**config.mk**
```make
export PLATFORM = sky130hd
export DESIGN_NAME = pff_front
export DESIGN_NICKNAME = d
export VERILOG_FILES = /design/src/design/pff_pkg.sv /design/src/design/pff_front.sv
export SDC_FILE = /design/constraint.sdc
export NUM_CORES = 1
export LEC_CHECK = 0
export BUFFER_PORTS_ARGS = -buffer_cell sky130_fd_sc_hd__buf_2
export CELL_PAD_IN_SITES_DETAIL_PLACEMENT = 0
export CELL_PAD_IN_SITES_GLOBAL_PLACEMENT = 2
export CORE_AREA = 5 5 132 134
export CTS_BUF_LIST = sky130_fd_sc_hd__clkbuf_8 sky130_fd_sc_hd__clkbuf_16
export DETAILED_ROUTE_END_ITERATION = 10
export DIE_AREA = 0 0 137 139
export PLACE_DENSITY = 0.85
export SYNTH_ARGS = -nofsm -noshare
export SYNTH_HDL_FRONTEND = slang
export SYNTH_SLANG_ARGS = --single-unit
export TNS_END_PERCENT = 5
```
**constraint.sdc**
```tcl
create_clock -name clk -period 1.2 [get_ports clk]
set_input_delay 0.3 -clock clk [delete_from_list [all_inputs] [get_ports clk]]
set_output_delay 0.3 -clock clk [all_outputs]
set_load 0.02 [all_outputs]
```
**src/design/pff_pkg.sv**
```systemverilog
`timescale 1ns / 1ps
// ----------------------------------------------------------------------------
// pff_pkg
// Shared types and constants of the Pareto frontier filter.
// ----------------------------------------------------------------------------
package pff_pkg;

    localparam int DATA_W          = 32;
    localparam int ENTRY_W         = 6;
    localparam int MAX_RECORDS_DEF = 32;
    localparam int IN_TDATA_W      = 128;
    localparam int OUT_TDATA_W     = 136;

    typedef struct packed {
        logic [DATA_W-1:0] transactions;
        logic [DATA_W-1:0] misses;
        logic [DATA_W-1:0] accesses;
        logic [DATA_W-1:0] capacity;
    } rec_t;

    typedef enum logic [2:0] {
        ST_IDLE,
        ST_DOM,
        ST_DRAIN,
        ST_SCAN,
        ST_SCAN_WAIT,
        ST_SELECT
    } state_t;

endpackage

```
**src/design/pff_front.sv**
```systemverilog
`timescale 1ns / 1ps
// ----------------------------------------------------------------------------
// pff_front
// Accepts record items, writes those that fit to the store and hands a job to
// the back end when the final record of a set arrives.
// ----------------------------------------------------------------------------
module pff_front #(
    parameter int MAX_RECORDS = pff_pkg::MAX_RECORDS_DEF,
    localparam int IW = $clog2(MAX_RECORDS),
    localparam int CW = $clog2(MAX_RECORDS + 1)
) (
    input  logic                            clk,
    input  logic                            rst_n,
    input  logic                            s_axis_tvalid,
    output logic                            s_axis_tready,
    // capacity, access_count, miss_count, transaction_count
    input  logic [pff_pkg::IN_TDATA_W-1:0]  s_axis_tdata,
    input  logic                            s_axis_tlast,
    output logic                            wr_en,
    output logic [IW-1:0]                   wr_addr,
    output pff_pkg::rec_t                   wr_data,
    output logic                            job_valid,
    input  logic                            job_ready,
    output logic [CW-1:0]                   job_count,
    output logic                            job_dropped,
    input  logic                            done
);
    import pff_pkg::*;

    logic [CW-1:0] count_reg;
    logic          dropped_reg;
    logic          busy_reg;
    logic          job_valid_reg;
    logic [CW-1:0] job_count_reg;
    logic          job_dropped_reg;
    logic          accept;
    logic          room;

    assign accept        = s_axis_tvalid && s_axis_tready;
    assign room          = count_reg < CW'(MAX_RECORDS);
    assign s_axis_tready = !busy_reg;
    assign wr_en         = accept && room;
    assign wr_addr       = count_reg[IW-1:0];
    assign wr_data       = rec_t'(s_axis_tdata);
    assign job_valid     = job_valid_reg;
    assign job_count     = job_count_reg;
    assign job_dropped   = job_dropped_reg;

    always_ff @(posedge clk or negedge rst_n)
    begin
        if (!rst_n)
        begin
            count_reg     <= '0;
            dropped_reg   <= 1'b0;
            busy_reg      <= 1'b0;
            job_valid_reg <= 1'b0;
        end
        else
        begin
            if (job_valid_reg && job_ready)
            begin
                job_valid_reg <= 1'b0;
            end
            if (done)
            begin
                busy_reg <= 1'b0;
            end
            if (accept)
            begin
                if (s_axis_tlast)
                begin
                    count_reg     <= '0;
                    dropped_reg   <= 1'b0;
                    busy_reg      <= 1'b1;
                    job_valid_reg <= 1'b1;
                end
                else if (room)
                begin
                    count_reg <= count_reg + CW'(1);
                end
                else
                begin
                    dropped_reg <= 1'b1;
                end
            end
        end
    end

    always_ff @(posedge clk)
    begin
        if (accept && s_axis_tlast)
        begin
            job_count_reg   <= room ? count_reg + CW'(1) : count_reg;
            job_dropped_reg <= dropped_reg || !room;
        end
    end

endmodule

```
# Word-level counts from Yosys, hierarchy flattened

Cells that the tools add are included.

RAM bits: 0
Output and inout bits: 143
Bits in latches: 0
Flip-flop bits (word level): 16
Input bits: 134
Memories: 0
Word-level logic and storage cells: 27
Bits in read-only memories: 0

Order comparisons: 1
Bitwise logic cells: 0
$mul: 0
Shifts and indexed selects: 0
Divide/modulo/power cells: 0
Multiplexer cells: 10
Equality and inequality tests: 1
Add/subtract/negate cells: 1
Reduce and logical (&&, ||, !) cells: 8

Operators by type and width:

| cell                  | count |
|---|---|
| $mux W6               | 2 |
| $mux W1               | 8 |
| $add A6 B1 Y6 const B | 1 |
| $lt A6 B6 Y1 const B  | 1 |
| $logic_and A1 B1 Y1   | 4 |
| $logic_not A1 Y1      | 2 |
| $ne A2 B2 Y1 const B  | 1 |
| $reduce_and A2 Y1     | 1 |
| $logic_or A1 B1 Y1    | 1 |

# Longest topological paths before layout

Gate-level depths: netlist of the first run.

Depth after elaboration: 4
Depth in mapped cells: 4
Depth with buffers taken out: 4

# Worst setup path before layout of the first run

Ideal clock, no wire load.

Path kind: reg2reg
Start: register count_reg[0]
End: register count_reg[1]
Slack: -0.102 ns
Stages on the path, launching flop included: 4
Data required time: 1.079 ns
Library setup time: 0.121 ns
Buffers on the path: 0
Period minus slack after synthesis: 1.302 ns
Data arrival time: 1.181 ns
Cells stage by stage: dfrtp_1 > ha_1 > mux2_2 > a22o_1

Cells in the longest elaborated chain, start to end: 3
Elaborated cells between the ends (all ways): 4
Classes of those cells: 1 x add/sub; 1 x order compare; 2 x mux

RTL lines:

| item                                                 | RTL line                         | RTL |
|---|---|---|
| from (decl)                                          | pff_front.sv:30                  | `logic [CW-1:0] count_reg;` |
| from (signal assigned)                               | pff_front.sv:79                  | `count_reg <= count_reg + CW'(1);` |
| $add A6 B1 Y6 / $lt A6 B6 Y1 (equally long branches) | pff_front.sv:79, pff_front.sv:40 |  |
| $mux W6 *                                            | pff_front.sv:77                  | `else if (room)` |
| $mux W6 *                                            | pff_front.sv:70                  | `if (s_axis_tlast)` |

Every way passes the cells marked *; elsewhere a longest branch is shown, timed or not.
A chain may end at the register's enable or synchronous reset.

# Worst setup path in the final report of the first run

Start: register busy_reg
End: output port wr_en

Cells in the longest elaborated chain, start to end: 3

RTL lines:

| item                   | RTL line        | RTL |
|---|---|---|
| from (decl)            | pff_front.sv:32 | `logic busy_reg;` |
| from (signal assigned) | pff_front.sv:55 | `busy_reg <= 1'b0;` |
| from (signal assigned) | pff_front.sv:66 | `busy_reg <= 1'b0;` |
| from (signal assigned) | pff_front.sv:74 | `busy_reg <= 1'b1;` |
| $logic_not A1 Y1       | pff_front.sv:41 | `assign s_axis_tready = !busy_reg;` |
| $logic_and A1 B1 Y1    | pff_front.sv:39 | `assign accept = s_axis_tvalid && s_axis_tready;` |
| $logic_and A1 B1 Y1    | pff_front.sv:42 | `assign wr_en = accept && room;` |
| to (decl)              | pff_front.sv:19 | `output logic wr_en,` |

Every way passes these cells.

==> results of run 1 <==
## worst max-delay path, cell delays in order (launching register included)
cell and delay [ns]:
sky130_fd_sc_hd__dfrtp_1 0.38, sky130_fd_sc_hd__nand2b_4 0.17, sky130_fd_sc_hd__nor2_4 0.08, sky130_fd_sc_hd__buf_6 0.12
## power groups by stage
stage / logic, mW / clock network (mW) / registers, mW
2_1_floorplan: 0.908 / 0 / 0.783
3_3_place_gp: 0.451 / 0 / 0.731
3_5_place_dp: 0.459 / 0 / 0.734
4_1_cts: 0.561 / 0.727 / 0.742
5_1_grt: 0.615 / 0.753 / 0.758
6_report: 0.574 / 0.716 / 0.748
## how the worst max path moves through the flow
stage | from | to | slack (ns) | depth (start not counted)
after floorplan | count_reg[1] | count_reg[1] | -0.07 | 3
after global placement | count_reg[1] | count_reg[1] | -0.03 | 3
after detailed placement | count_reg[1] | count_reg[1] | -0.04 | 3
after CTS | busy_reg | wr_en | -0.09 | 3
after global routing | busy_reg | wr_en | -0.14 | 3
final | busy_reg | wr_en | -0.09 | 3
## through the flow
step / cells / instance area (um^2) / hold WS (ns) / setup TNS, ns
floorplan: 185 / 1740 / 0.00441 / -0.138
global placement: 296 / 1140 / 0.169 / -0.0331
detailed placement: 296 / 1140 / 0.166 / -0.0989
CTS: 302 / 1330 / 0.228 / -0.236
global route: 302 / 1350 / 0.250 / -0.419
finish: 302 / 1350 / 0.233 / -0.233
## metal layers
layer / vias to the layer above / wire length (um)
li1: 248 / -
met2: 134 / 2590
met4: 0 / 326
met1: 272 / 824
met3: 33 / 1520
met5: - / 0
## what timing repair did
item / 4_1_cts / 5_1_grt
resized for setup: 25 / 7
hold endpoints to repair: 9 / 0
hold buffers: 1 / 0
setup buffers: 1 / 0
pin swaps: 0 / 1
setup endpoints to repair: 13 / 20
## cell usage in the layout, fill, tap and decap left out, types with 2 or more instances in the layout
cell / instances
sky130_fd_sc_hd__xnor2_1: 4
sky130_fd_sc_hd__a22o_1: 2
sky130_fd_sc_hd__edfxtp_1: 7
sky130_fd_sc_hd__dfrtp_1: 4
sky130_fd_sc_hd__nor4_2: 2
sky130_fd_sc_hd__buf_4: 4
sky130_fd_sc_hd__clkbuf_16: 3
sky130_fd_sc_hd__o21ai_0: 2
sky130_fd_sc_hd__a221o_1: 2
sky130_fd_sc_hd__buf_2: 13
sky130_fd_sc_hd__dfrtp_2: 5
sky130_fd_sc_hd__buf_6: 10
sky130_fd_sc_hd__nand4b_4: 2
## kinds of logic after synthesis
group           share of synthesized area
simple gates                       0.0709
fa+ha+maj                         0.00723
mux                               0.00651
flops                               0.252
compound gates                     0.0485
xor+xnor                           0.0203
buf+inv                             0.595
## area by class of cell
class	instances	share of cell area
Inverter	3	0.0102
Clock buffer	4	0.0656
Tap cell	220	0.203
Sequential cell	16	0.326
Multi-Input combinational cell	31	0.234
Timing Repair Buffer	28	0.161
==> flow_summary.rst, run 1 <==
.. list-table::
   :header-rows: 1

   * - Metric
     - Value
   * - Clock tree from TritonCTS
     - built
   * - Overall die width
     - 137 um
   * - Maximum fanout encountered on the critical timing path
     - 3
   * - Total die area
     - 19000 um^2
   * - YS warnings
     - 0
   * - Port Buf Inserts
     - 20
   * - Final count of negative-setup-slack endpoints
     - 5
   * - Area delta synth->final
     - -21.7%
   * - Global-route wire length before repair
     - 6600 um
   * - Tcrit/Tclk final
     - 1.08
   * - Actual slew at the worst max-slew pin
     - 0.236 ns
   * - Global-route usage over all layers
     - 0.0507
   * - Failing checks
     - negative setup slack
   * - Filler Cells Inserted
     - 1857
   * - Static Leak
     - 0.561 nW
   * - Combinational group share of total power
     - 0.282
   * - Leftover overflow at the end of global routing
     - 0
   * - Routed via count
     - 687
   * - Global-route layer with the greatest usage
     - met2
   * - Setup repair after global routing missed its margin
     - true
   * - Synth top area share
     - 0.582
   * - Pin count of the biggest net entering global routing
     - 10
   * - H-tree levels
     - 1
   * - Detail Route Antenna Nets
     - 0
   * - Final weighted congestion in routability-driven placement
     - 0.693
   * - Number of nets in the final layout
     - 218
   * - Pre-CTS setup slack
     - -0.0436 ns
   * - Antenna diode count
     - 0
   * - Top cells by count, synth
     - sky130_fd_sc_hd__buf_4 (134), sky130_fd_sc_hd__dfrtp_1 (9), sky130_fd_sc_hd__edfxtp_1 (7)
   * - Outcome
     - finished, violations left
   * - Count of TritonRoute iterations in the first routing pass
     - 4
   * - Power consumption
     - 2.04 mW
   * - CTS max path bufs
     - 2
   * - Max_cap viols
     - 0
   * - Post-synth cell types
     - 25
   * - Switching power total
     - 0.568 mW
   * - Vias in the first global route
     - 743
   * - Master cell of the clock root buffer
     - sky130_fd_sc_hd__clkbuf_16
   * - Half-perimeter wire length of the detailed placement result
     - 4730 um
   * - Core footprint
     - 16200 um^2
   * - Capture endpoint of the worst hold path
     - job_valid
   * - Peak Freq
     - 774 MHz
   * - Capture instance of the worst register-to-register path
     - count_reg[1]
   * - Met3 demand-to-capacity share in global routing
     - 0.0668
   * - Final worst path period need
     - 1.29 ns
   * - Multi-input logic area
     - 317 um^2
   * - Cells on Worst Hold Path
     - 2
   * - Mapped Area
     - 1730 um^2
   * - Max Transition Viols Final
     - 0
   * - Synthesized area per cell
     - 9.35 um^2
   * - Fraction of power consumed by sequential logic
     - 0.367
   * - Std cell rows
     - 47
   * - Worst flop-to-flop path startpoint
     - count_reg[1]
   * - Met2 Usage GRT
     - 0.0847
   * - Internal cell power
     - 1.47 mW
   * - Worst Setup Path Type
     - reg2out
   * - Total Wirelength
     - 5270 um
   * - Depth of the most critical reg-to-reg path
     - 3
   * - Startpoint of the worst hold path
     - job_ready
   * - Synth Flop Type
     - sky130_fd_sc_hd__dfrtp_1
   * - Die Ht
     - 139 um
   * - Required arrival time at the worst endpoint
     - 0.90 ns
   * - Leading cell type by number of instances after synthesis
     - sky130_fd_sc_hd__buf_4
   * - Iter 0 DRT Violations
     - 23
   * - Number of antenna violations at the first check in global routing
     - 0
   * - Share of synthesized registers carrying an async set or reset
     - 0.563
   * - Flop-to-flop setup slack
     - -0.02 ns
   * - Proportion of total power due to net switching
     - 0.278
   * - I/O pin cnt
     - 277
   * - Data arrival time of the critical path
     - 0.99 ns
   * - Final setup skew
     - 0.00273 ns
   * - Proportion of synthesized chip area in sequential cells
     - 0.252
   * - Inserted Clock Buffers
     - 3
   * - Global routing met1 resource utilization
     - 0.0218
   * - Initial cell density of the core
     - 0.107
   * - Final-report hold violation count
     - 0
   * - End-of-flow core utilization
     - 0.0837
   * - Fraction of layout instances using a drive strength above 1
     - 0.634
   * - Later-pin clock latency in the skew report
     - 0.25 ns
   * - Number of flops mapped to enable cells by yosys
     - 7
   * - Total number of clock tree sinks
     - 16
   * - Clock share of power
     - 0.351
   * - WL per Instance
     - 17.4 um
   * - Post-synth net total
     - 320
   * - Remaining max-slew budget at the tightest pin
     - 0.842
   * - Via density
     - 2.27
   * - Critical path capture point type
     - primary output
   * - Kind of launch point of the worst setup path
     - register
   * - Worst Hold Class
     - in2reg
   * - Highest ir drop seen on vdd
     - 400 uV
   * - Synth area leaders
     - sky130_fd_sc_hd__buf_4 (58%), sky130_fd_sc_hd__dfrtp_1 (13%), sky130_fd_sc_hd__edfxtp_1 (12%)
   * - Total of flip-flops plus latches after synthesis
     - 16
   * - Ratio of total power to cell area
     - 1510 nW/um^2
   * - Min setup slack post-route
     - -0.0920 ns
   * - Register cell area after layout
     - 442 um^2
   * - Drt drc
     - 0
   * - Post-synthesis cell count
     - 185
   * - Cell taking the most area after synthesis
     - sky130_fd_sc_hd__buf_4
   * - Clock transition at path regs
     - 0.05 ns
(Power assumes the default switching activity.)
==> inputs of run 2 (changes only) <==
==> constraint.sdc (replaced) <==
create_clock -name clk -period 1.2 [get_ports clk]
set_input_delay 0.3 -clock clk [delete_from_list [all_inputs] [get_ports clk]]
set_output_delay 0.3 -clock clk [all_outputs]
set_load 0.005 [all_outputs]
==> run 2 against run 1 <==
  * The run still ends with negative setup slack left
  * First-iteration DRC count shrank 65%
  * Total power shrank 11%
  * Register-to-register slack is essentially flat
  * Setup slack better by 0.029 ns
  * Non-clock buffer count did not move
  * Critical path depth did not move
  * Maximum frequency increased by 2.3%
  * Sequential power shrank 0.5%
  * Sequential share of layout area grew 1.5 points
  * Critical path type unchanged
  * Largest power group unchanged
==> flow_summary.rst, run 2 (synthesis gave the netlist of run 1 again) <==
.. list-table::
   :header-rows: 1

   * - Metric
     - Value
   * - CP Cell Sequence
     - nand2b_4 > nor2_2 > buf_2
   * - Max_cap viols
     - 0 (unchanged)
   * - Final-report hold violation count
     - 0 (unchanged)
   * - Area delta synth->final
     - -25.2%
   * - Maximum fanout encountered on the critical timing path
     - 3 (unchanged)
   * - Inserted Clock Buffers
     - 3 (unchanged)
   * - Most common cell after layout, fill and taps aside
     - sky130_fd_sc_hd__buf_2
   * - Vias in the first global route
     - 733 (-1.3%)
   * - End-of-flow core utilization
     - 0.0800 (-0.00371)
   * - Number of antenna violations at the first check in global routing
     - 0 (unchanged)
   * - Clock share of power
     - 0.353 (+0.002)
   * - Initial cell density of the core
     - 0.107 (unchanged)
   * - Power consumption
     - 1.81 mW (-11%)
   * - WL per Instance
     - 17.4 um (about the same)
   * - Total Wirelength
     - 5260 um (about the same)
   * - I/O pin cnt
     - 277 (unchanged)
   * - Failing checks
     - negative setup slack
   * - Half-perimeter wire length of the detailed placement result
     - 4730 um (-0.12%)
   * - Routed via count
     - 696 (+1.3%)
   * - Fraction of layout instances using a drive strength above 1
     - 0.573 (-0.0610)
   * - Final worst path period need
     - 1.26 ns (-0.0289 ns)
   * - Fraction of power consumed by sequential logic
     - 0.411 (+0.044)
   * - CTS max path bufs
     - 2 (unchanged)
   * - Hold Worst Slack
     - 0.245 ns (+0.0121 ns)
   * - Clock transition at path regs
     - 0.04 ns (about the same)
   * - Actual slew at the worst max-slew pin
     - 0.222 ns (-0.0135 ns)
   * - Final count of negative-setup-slack endpoints
     - 4 (-1)
   * - Switching power total
     - 0.458 mW (-19%)
   * - Clock tree from TritonCTS
     - built
   * - Global-route usage over all layers
     - 0.0512 (+0.000505)
   * - Detail Route Antenna Nets
     - 0 (unchanged)
   * - Post-Place Cell Area
     - 1140 um^2 (unchanged)
   * - Remaining max-slew budget at the tightest pin
     - 0.851 (+0.00898)
   * - Post-route cell area
     - 1290 um^2 (-4.4%)
   * - Proportion of total power due to net switching
     - 0.253 (-0.0257)
   * - Std cell rows
     - 47 (unchanged)
   * - Final setup skew
     - 0.00729 ns (+0.00456 ns)
   * - Setup repair after global routing missed its margin
     - true
   * - Ratio of total power to cell area
     - 1400 nW/um^2 (-7.1%)
   * - Master cell of the clock root buffer
     - sky130_fd_sc_hd__clkbuf_16
   * - Outcome
     - finished, violations left
   * - Highest ir drop seen on vdd
     - 370 uV (-7.4%)
   * - Worst Setup Path Type
     - reg2out
   * - Overall die width
     - 137 um (unchanged)
   * - Worst stage delay on the critical path
     - 0.39 ns (about the same)
   * - Pin count of the biggest net entering global routing
     - 10 (unchanged)
   * - Count of TritonRoute iterations in the first routing pass
     - 4 (unchanged)
   * - Min setup slack post-route
     - -0.0631 ns (+0.0289 ns)
   * - Internal cell power
     - 1.35 mW (-8.0%)
   * - Data arrival time of the critical path
     - 0.96 ns (-0.03 ns)
   * - Leftover overflow at the end of global routing
     - 0 (unchanged)
   * - Kind of launch point of the worst setup path
     - register
   * - Peak Freq
     - 792 MHz (+2.3%)
   * - Static Leak
     - 0.549 nW (-2.2%)
   * - Commonest non-fill, non-tap cells in the layout
     - sky130_fd_sc_hd__buf_2 (18), sky130_fd_sc_hd__edfxtp_1 (7), sky130_fd_sc_hd__dfrtp_2 (5), sky130_fd_sc_hd__buf_6 (5)
   * - Combinational group share of total power
     - 0.236 (-0.046)
   * - Max Transition Viols Final
     - 0 (unchanged)
   * - Iter 0 DRT Violations
     - 8 (-65%)
   * - Number of nets in the final layout
     - 218 (unchanged)
   * - Worst Hold Class
     - in2reg
   * - Critical path capture point type
     - primary output
   * - Final weighted congestion in routability-driven placement
     - 0.696 (+0.51%)
   * - Antenna diode count
     - 0 (unchanged)
   * - Cells on Worst Hold Path
     - 2 (unchanged)
   * - H-tree levels
     - 1 (unchanged)
   * - Core footprint
     - 16200 um^2 (unchanged)
   * - Total number of clock tree sinks
     - 16 (unchanged)
   * - Depth of the most critical reg-to-reg path
     - 3 (unchanged)
   * - Drt drc
     - 0 (unchanged)
   * - Total die area
     - 19000 um^2 (unchanged)
   * - Critical-path top delay cell
     - sky130_fd_sc_hd__dfrtp_1
   * - Required arrival time at the worst endpoint
     - 0.90 ns (about the same)
   * - Port Buf Inserts
     - 20 (unchanged)
   * - Via density
     - 2.30 (+1.3%)
   * - Later-pin clock latency in the skew report
     - 0.25 ns (about the same)
   * - Tcrit/Tclk final
     - 1.05 (-0.0241)
   * - Global-route wire length before repair
     - 6660 um (+0.94%)
   * - Die Ht
     - 139 um (unchanged)
run 2: power by group through the flow:
stage / registers (mW) / clock network, mW / logic (mW)
after floorplan: 0.757 / 0 / 0.569
after global placement: 0.733 / 0 / 0.360
after detailed placement: 0.735 / 0 / 0.371
after CTS: 0.731 / 0.648 / 0.398
after global routing: 0.755 / 0.671 / 0.474
final: 0.744 / 0.639 / 0.428
run 2: worst max-delay path: cells and delay by family (launching register included):
family | cells | cell delay, ns
buffers and inverters | 1 | 0.11
AND/OR/NAND/NOR | 2 | 0.22
flip-flops | 1 | 0.39
run 2: area by class of cell:
cell class | instances | area, um^2
Inverter | 3 | 11.3
Fill cell | 1862 | 14900
Multi-Input combinational cell | 31 | 300
Tap cell | 220 | 275
Clock buffer | 3 | 75.1
Clock inverter | 1 | 3.75
Timing Repair Buffer | 28 | 186
Sequential cell | 16 | 442
run 2: layer usage:
metal / wire length (um) / vias to the layer above / global-route usage
li1: - / 252 / -
met1: 720 / 276 / 0.0194
met2: 2710 / 132 / 0.0901
met3: 1530 / 36 / 0.0671
met4: 301 / 0 / 0.0320
met5: 0 / - / 0.0159
run 2: through the flow:
step	setup TNS, ns	std cells	setup slack (ns)
after global routing	-0.247	302	-0.106
after floorplan	-0.114	185	-0.0693
after CTS	-0.176	302	-0.0604
final	-0.126	302	-0.0631
after global placement	-0.0474	296	-0.0237
after detailed placement	-0.114	296	-0.0490
run 2: worst paths after layout:
kind	start	end	slack [ns]
min	job_ready	job_valid	0.24
max reg2reg	count_reg[1]	count_reg[1]	-0.02
min in group asynchronous	rst_n	dropped_reg	0.45
max in group asynchronous	rst_n	count_reg[5]	0.53
min reg2reg	job_valid	job_valid	0.53
max	busy_reg	wr_en	-0.06
run 2: what timing repair did:
| action | 4_1_cts | 5_1_grt |
|---|---|---|
| resized for setup | 8 | 7 |
| setup endpoints to repair | 8 | 18 |
| setup buffers | 1 | 0 |
| hold endpoints to repair | 9 | 0 |
| hold buffers | 1 | 0 |
